==> src/rtl/ffba_pkg.sv <==
// shared types and constants for the first-fit block allocator
package ffba_pkg;

  localparam int unsigned AlignBytes = 4;
  localparam int unsigned AddrBits   = 15;

  localparam logic [1:0] OP_ALLOC = 2'd0;
  localparam logic [1:0] OP_FREE  = 2'd1;
  localparam logic [1:0] OP_CLEAR = 2'd2;

  typedef struct packed {
    logic [1:0]          opcode;
    logic [AddrBits-1:0] request_bytes;
    logic [AddrBits-1:0] block_address;
  } ffba_req_t;

  typedef struct packed {
    logic [AddrBits-1:0] granted_address;
    logic                status;
    logic [31:0]         alloc_total;
    logic [31:0]         free_total;
    logic [31:0]         live_total;
  } ffba_rsp_t;

  // commands from the controller to the datapath
  typedef enum logic [3:0] {
    CMD_NONE      = 4'd0,
    CMD_CLR_STEP  = 4'd1,
    CMD_LOAD_REQ  = 4'd2,
    CMD_RD_CUR    = 4'd3,
    CMD_LATCH_CUR = 4'd4,
    CMD_RD_NXT    = 4'd5,
    CMD_LATCH_NXT = 4'd6,
    CMD_ABSORB    = 4'd7,
    CMD_ADVANCE   = 4'd8,
    CMD_SPLIT_WR  = 4'd9,
    CMD_GRANT_WR  = 4'd10,
    CMD_FREE_WR   = 4'd11,
    CMD_RESPOND   = 4'd12,
    CMD_RESTART   = 4'd13
  } ffba_cmd_e;

  typedef struct packed {
    ffba_cmd_e cmd;
    logic      fail;
    logic      count_free;
  } ffba_ctl_t;

  typedef struct packed {
    logic clr_done;
    logic cur_fits;
    logic cur_end;
    logic cur_used;
    logic cur_valid;
    logic nxt_used;
    logic need_split;
    logic free_ok;
    logic [1:0] op;
  } ffba_sts_t;

endpackage

==> src/rtl/ffba_ctrl.sv <==
// controller state machine for list walks, merges and handshakes
module ffba_ctrl (
  input  logic                clk_i,
  input  logic                rst_ni,
  input  logic                in_valid_i,
  output logic                in_ready_o,
  output logic                out_valid_o,
  input  logic                out_ready_i,
  input  ffba_pkg::ffba_sts_t sts_i,
  output ffba_pkg::ffba_ctl_t ctl_o
);
  import ffba_pkg::*;

  localparam logic [3:0] S_CLEAR  = 4'd0;
  localparam logic [3:0] S_IDLE   = 4'd1;
  localparam logic [3:0] S_RD     = 4'd2;
  localparam logic [3:0] S_LAT    = 4'd3;
  localparam logic [3:0] S_CHECK  = 4'd4;
  localparam logic [3:0] S_NRD    = 4'd5;
  localparam logic [3:0] S_NLAT   = 4'd6;
  localparam logic [3:0] S_MERGE  = 4'd7;
  localparam logic [3:0] S_SPLIT  = 4'd8;
  localparam logic [3:0] S_GRANT  = 4'd9;
  localparam logic [3:0] S_FREEW  = 4'd10;
  localparam logic [3:0] S_RESP   = 4'd11;
  localparam logic [3:0] S_OUT    = 4'd12;

  logic [3:0] state_q, state_d;
  logic       merging_q, merging_d;  // 0 first search, 1 merge pass, 2nd search via retry_q
  logic       retry_q, retry_d;
  logic       fail_q, fail_d;
  logic       cnt_q, cnt_d;
  logic       out_valid_q, out_valid_d;

  assign in_ready_o  = (state_q == S_IDLE);
  assign out_valid_o = out_valid_q;

  always_comb begin
    state_d     = state_q;
    merging_d   = merging_q;
    retry_d     = retry_q;
    fail_d      = fail_q;
    cnt_d       = cnt_q;
    out_valid_d = out_valid_q;
    ctl_o.cmd   = CMD_NONE;
    ctl_o.fail  = fail_q;
    ctl_o.count_free = cnt_q;
    if (out_valid_q && out_ready_i) begin
      out_valid_d = 1'b0;
    end
    unique case (state_q)
      S_CLEAR: begin
        ctl_o.cmd = CMD_CLR_STEP;
        if (sts_i.clr_done) begin
          state_d = S_IDLE;
        end
      end
      S_IDLE: begin
        if (in_valid_i) begin
          ctl_o.cmd = CMD_LOAD_REQ;
          merging_d = 1'b0;
          retry_d   = 1'b0;
          fail_d    = 1'b0;
          cnt_d     = 1'b0;
          state_d   = S_RD;
        end
      end
      S_RD: begin
        if (sts_i.op == OP_FREE && !sts_i.free_ok) begin
          state_d = S_RESP;
        end else if (sts_i.op == OP_ALLOC || sts_i.op == OP_FREE) begin
          ctl_o.cmd = CMD_RD_CUR;
          state_d   = S_LAT;
        end else begin
          state_d = S_RESP;
        end
      end
      S_LAT: begin
        ctl_o.cmd = CMD_LATCH_CUR;
        state_d   = S_CHECK;
      end
      S_CHECK: begin
        if (sts_i.op == OP_FREE) begin
          if (!sts_i.cur_valid) begin
            state_d = S_RESP;
          end else begin
            cnt_d   = 1'b1;
            state_d = S_NRD;
          end
        end else if (merging_q) begin
          if (sts_i.cur_end) begin
            merging_d = 1'b0;
            retry_d   = 1'b1;
            ctl_o.cmd = CMD_RESTART;
            state_d   = S_RD;
          end else begin
            state_d = S_NRD;
          end
        end else if (sts_i.cur_fits) begin
          state_d = sts_i.need_split ? S_SPLIT : S_GRANT;
        end else if (sts_i.cur_end) begin
          if (retry_q) begin
            fail_d  = 1'b1;
            state_d = S_RESP;
          end else begin
            merging_d = 1'b1;
            ctl_o.cmd = CMD_RESTART;
            state_d   = S_RD;
          end
        end else begin
          ctl_o.cmd = CMD_ADVANCE;
          state_d   = S_RD;
        end
      end
      S_NRD: begin
        ctl_o.cmd = CMD_RD_NXT;
        state_d   = S_NLAT;
      end
      S_NLAT: begin
        ctl_o.cmd = CMD_LATCH_NXT;
        state_d   = S_MERGE;
      end
      S_MERGE: begin
        if (sts_i.op == OP_FREE) begin
          if (!sts_i.nxt_used) begin
            ctl_o.cmd = CMD_ABSORB;
            state_d   = S_FREEW;
          end else begin
            state_d = S_FREEW;
          end
        end else if (!sts_i.cur_used && !sts_i.nxt_used) begin
          ctl_o.cmd = CMD_ABSORB;
          state_d   = S_FREEW;
        end else begin
          ctl_o.cmd = CMD_ADVANCE;
          state_d   = S_RD;
        end
      end
      S_FREEW: begin
        // write back the current header, then keep merging forward
        if (sts_i.op == OP_FREE) begin
          ctl_o.cmd = CMD_FREE_WR;
          state_d   = (sts_i.cur_end || sts_i.nxt_used) ? S_RESP : S_NRD;
        end else begin
          ctl_o.cmd = CMD_FREE_WR;
          state_d   = S_RD;
        end
      end
      S_SPLIT: begin
        ctl_o.cmd = CMD_SPLIT_WR;
        state_d   = S_GRANT;
      end
      S_GRANT: begin
        ctl_o.cmd = CMD_GRANT_WR;
        state_d   = S_RESP;
      end
      S_RESP: begin
        if (!out_valid_q || out_ready_i) begin
          ctl_o.cmd   = CMD_RESPOND;
          out_valid_d = 1'b1;
          state_d     = S_IDLE;
        end
      end
      default: state_d = S_IDLE;
    endcase
  end

  always_ff @(posedge clk_i or negedge rst_ni) begin
    if (!rst_ni) begin
      state_q     <= S_CLEAR;
      merging_q   <= 1'b0;
      retry_q     <= 1'b0;
      fail_q      <= 1'b0;
      cnt_q       <= 1'b0;
      out_valid_q <= 1'b0;
    end else begin
      state_q     <= state_d;
      merging_q   <= merging_d;
      retry_q     <= retry_d;
      fail_q      <= fail_d;
      cnt_q       <= cnt_d;
      out_valid_q <= out_valid_d;
    end
  end

endmodule

==> config.mk <==
export PLATFORM = sky130hd
export DESIGN_NAME = ffba_ctrl
export DESIGN_NICKNAME = d
export VERILOG_FILES = /design/src/rtl/ffba_pkg.sv /design/src/rtl/ffba_ctrl.sv
export SDC_FILE = /design/constraint.sdc
export NUM_CORES = 1
export LEC_CHECK = 0
export CORE_MARGIN = 4
export CORE_UTILIZATION = 65
export CTS_CLUSTER_DIAMETER = 30
export DETAILED_ROUTE_END_ITERATION = 12
export DONT_BUFFER_PORTS = 1
export PLACE_DENSITY = 0.82
export SLEW_MARGIN = 20
export SYNTH_ARGS = -nofsm -noshare
export SYNTH_HDL_FRONTEND = slang
export SYNTH_SLANG_ARGS = --single-unit
==> constraint.sdc <==
create_clock -name clk_i -period 3.7 [get_ports clk_i]
set_input_delay 0.185 -clock clk_i [delete_from_list [all_inputs] [get_ports clk_i]]
set_output_delay 0.185 -clock clk_i [all_outputs]
set_load 0.05 [all_outputs]
# ---- After elaboration in Yosys (flattened, before gate mapping)
# Cells that the tools add are included.
dict set report classes {
  n_eq_ne 23
  muxes 56
  reduce_logical 18
}
# operator n
set op_table {}
lappend op_table {{two-way mux 4 bit} 24}
lappend op_table {{one-hot mux 4 bit (12 select lines)} 2}
lappend op_table {{inequality test 2 bit (second input constant)} 11}
lappend op_table {{two-way mux 1 bit} 21}
lappend op_table {{== test 4 x 3 -> 1 bit (second input constant)} 4}
lappend op_table {{== test 4 bit (second input constant)} 4}
lappend op_table {{== test 4 x 2 -> 1 bit (second input constant)} 2}
lappend op_table {{one-hot mux 1 bit (2 select lines)} 4}
lappend op_table {{AND reduction 7 bit} 1}
lappend op_table {{two-way mux 2 bit} 3}
lappend op_table {{two-way mux 3 bit} 2}
lappend op_table {{AND reduction 3 bit} 2}
lappend op_table {{AND reduction 5 bit} 1}
lappend op_table {{== test 4 x 1 -> 1 bit (second input constant)} 1}
lappend op_table {{zero test 1 bit} 4}
lappend op_table {{zero test 4 bit} 1}
lappend op_table {{AND reduction 4 bit} 1}
lappend op_table {{logical AND 1 bit} 3}
lappend op_table {{logical OR 1 bit} 3}
lappend op_table {{== test 2 x 1 -> 1 bit (second input constant)} 1}
lappend op_table {{zero test 2 bit} 1}
lappend op_table {{nonzero test 2 bit} 1}
dict set report word_totals {
  regBits 9
  input_bits 14
  out_inout_bits 8
  wordCells 103
}

# ---- Longest topological paths before layout
dict set report depth {
  word_depth 6
  ltp_mapped 5
  ltp_nobuf 4
}

# ---- Least setup slack after synthesis
# No wires, ideal clock.
dict set report synth_path {
  kind {reg2out}
  startpoint {reg state_q[1]}
  endpoint {out ctl_o[3] (netlist name)}
  arrival_ps 1723
  required_ps 3515
  path_slack_ps 1792
  stages_incl_launch_ff 6
  path_buffers 1
  cell_sequence {dfrtp_1 > buf_6 > nor2b_2 > o21a_1 > a21oi_1 > o221ai_1}
}
# item line_no
set synth_lines {}
lappend synth_lines {{start, declared} ffba_ctrl.sv:28} ;# logic [3:0] state_q, state_d;
lappend synth_lines {{start signal, assigned} ffba_ctrl.sv:177} ;# state_q <= state_d;
lappend synth_lines {{end, declared} ffba_ctrl.sv:10} ;# output ffba_pkg::ffba_ctl_t ctl_o

==> qor.csv <==
metric,value,unit
run status,completed,
final WL,2.31,mm
# placed instances,121,
PortBufs,0,
final setup fails,0,
CTS tree,done,
worst skew pair latency,0.26,ns
Routed WL per cell,18.3,µm
clk_skew,0.00361,ns
P_leak,0.000348,µW
Syn Inst Count,115,
Yosys warnings,0,
largest area contributor in the netlist,dfrtp_1,
Synth top area share,0.255,
P&R area growth vs syn,-0.141,%
slowest CP cell,o221ai_1,
cell area after layout,883,µm²
endpoint class of the critical path,output pin,
Initial Util,0.688,
vias per std cell,7.26,
DR iter-0 viols,57,
die area,0.00202,mm²
CTS buffer count,3,
Crit Path Class,reg -> out,
#FFs+latches synth,9,
"Req. time, crit path",3.51,ns
Yosys cell types,36,
Hold Crit Class,in -> reg,
fin nets,126,
final std cells w/o fill,126,
final setup TNS,0,ns
unrepaired setup endpoints after global routing,false,
global-route wire length before repair,3.75,mm
via count,915,
# resized after CTS,0,
crit path DAT,2.32,ns
# Post-CTS Setup Buffers,0,
routability congestion estimate,0.941,
mapped cell area,885,µm²
Power Total,711,µW
worst-path cell chain,nor2b_2 > o21a_1 > a21oi_1 > o221ai_1,
syn nets,129,
H-Tree Depth,1,
register area share after synthesis,0.255,
clk slew on worst S/H paths,0.06,ns
HPWL after DPL,1.74,mm
placed cell area,847,µm²
clock buffer depth,2,
Max stage delay on crit path,0.90,ns
DIE WIDTH,44.9,µm
Fill cells,109,
length of the first detailed-routing pass in iterations,4,
total of max-cap violations,0,
largest net degree at the start of global routing,17,
Area contributors post-synth,"dfrtp_1 (25%), o21ai_0 (7.4%), a21oi_1 (6.2%)",
Least-Margin Pin Slew,1.11,ns
Mapped Avg Cell Area,7.69,µm²
VDD IR-drop max,0.000562,V
Residual DRC,0,
proportion of layout cells with a drive suffix above 1,0.0721,
Power Density,805,mW/mm²
Clk Tree Root Cell,clkbuf_4,
critical path buffer and inverter count,0,
# IOs,22,
vias in the first global route,829,
global-route total usage across every layer,0.252,
crit path time final,2.51,ns
n_diodes,0,
Final Core Density,0.687,
maximum fanout along the worst path,16,
row cnt,13,
Final Hold Fails,0,
core area,0.00128,mm²
fin. max-slew vios,0,
Max Freq,399,MHz
"Largest delay share family, worst path",compound AO/OA/AOI/OAI gates,
CTS sink count,9,
initial antenna violation count,0,
Die Ht,44.9,µm
nature of the critical path startpoint,flip-flop,
Congestion Overflow GR,0,
crit share post-route,0.678,
relative slew slack,0.272,
Routed Antenna Nets,0,
## synth_stat cells, drive strengths merged
cell / instances
o21a: 1
nand3b: 1
nor4: 1
a32o: 1
buf: 9
o311ai: 1
a31oi: 5
and2: 2
dfrtp: 9
nor4b: 1
o21bai: 1
o2111ai: 2
a2111oi: 1
nor2: 13
a22o: 2
o21ai: 13
a41oi: 1
nand2b: 8
mux2: 1
nand2: 5
nand3: 2
inv: 4
a32oi: 2
nor2b: 3
and3: 3
and3b: 1
a21oi: 11
nor3: 3
o211ai: 2
o22ai: 2
o221ai: 1
a21o: 3
## cells by family after synthesis
group	count (synthesis)	share of synthesized area
AO/OA/AOI/OAI	49	0.376
multiplexers	1	0.0127
buffers and inverters	13	0.0806
AND/OR/NAND/NOR	43	0.276
flip-flops	9	0.255
## metal layers
layer	vias to the layer above	track usage	wire, µm
met5	-	0	0
met3	8	0.0239	199
met2	51	0.395	1100
li1	423	-	-
met1	433	0.342	957
met4	0	0.135	50
## final cells by class
class                      instances  area [µm²]  area share
clock buffer                       4        26.3      0.0297
sequential                         9         225       0.255
timing repair buffer               1        10.0      0.0113
tap                               15        18.8      0.0212
inverter                           4        15.0      0.0170
multi-input combinational         93         588       0.666
## final timing paths
| kind | startpoint | to | slack [ns] | depth (start not counted) |
|---|---|---|---|---|
| setup / recovery | state_q[0] | ctl_o[3] | 1.19 | 4 |
| setup reg to reg | state_q[2] | merging_q | 2.02 | 4 |
| hold reg to reg | retry_q | retry_q | 0.62 | 2 |
| min in group asynchronous | rst_ni | fail_q | 0.28 | 1 |
| hold / removal | sts_i[7] | state_q[2] | 0.03 | 1 |
| max in group asynchronous | rst_ni | out_valid_o | 3.14 | 1 |
## per-stage QoR
step / hold slack [ns] / setup slack [ns]
after CTS: 0.0302 / 1.19
after global placement: -0.110 / 1.54
after global routing: 0.0305 / 1.01
after detailed placement: -0.110 / 1.48
after floorplan: -0.111 / 1.79
final: 0.0335 / 1.19
## flip-flops by register name, summed over array words and instances (netlist names)
register,count
state_q,4
cnt_q,1
fail_q,1
merging_q,1
out_valid_o,1
retry_q,1
## timing repair
action,CTS,global route
hold buffers,1,0
hold endpoints to repair,9,0
setup endpoints to repair,0,0
## placed cells by master (no fill, tap or decap), types with 2 or more instances in the layout
cell / n
and3_1: 3
clkbuf_4: 3
o21ai_0: 13
nor3_1: 3
nor2_1: 13
o211ai_1: 2
a22o_1: 2
a21o_1: 3
a31oi_1: 5
a21oi_1: 11
nand2b_1: 8
o2111ai_1: 2
nor2b_1: 2
nand2_1: 5
dfrtp_1: 9
o22ai_1: 2
a32oi_1: 2
nand3_1: 2
inv_1: 4
## report_power, final
group,internal [µW],switching (µW),total [µW]
clock,41.6,35.5,77.2
sequential,127,110,237
combinational,127,269,397
total,296,415,711
No activity file was read; power rests on OpenSTA's default activity.
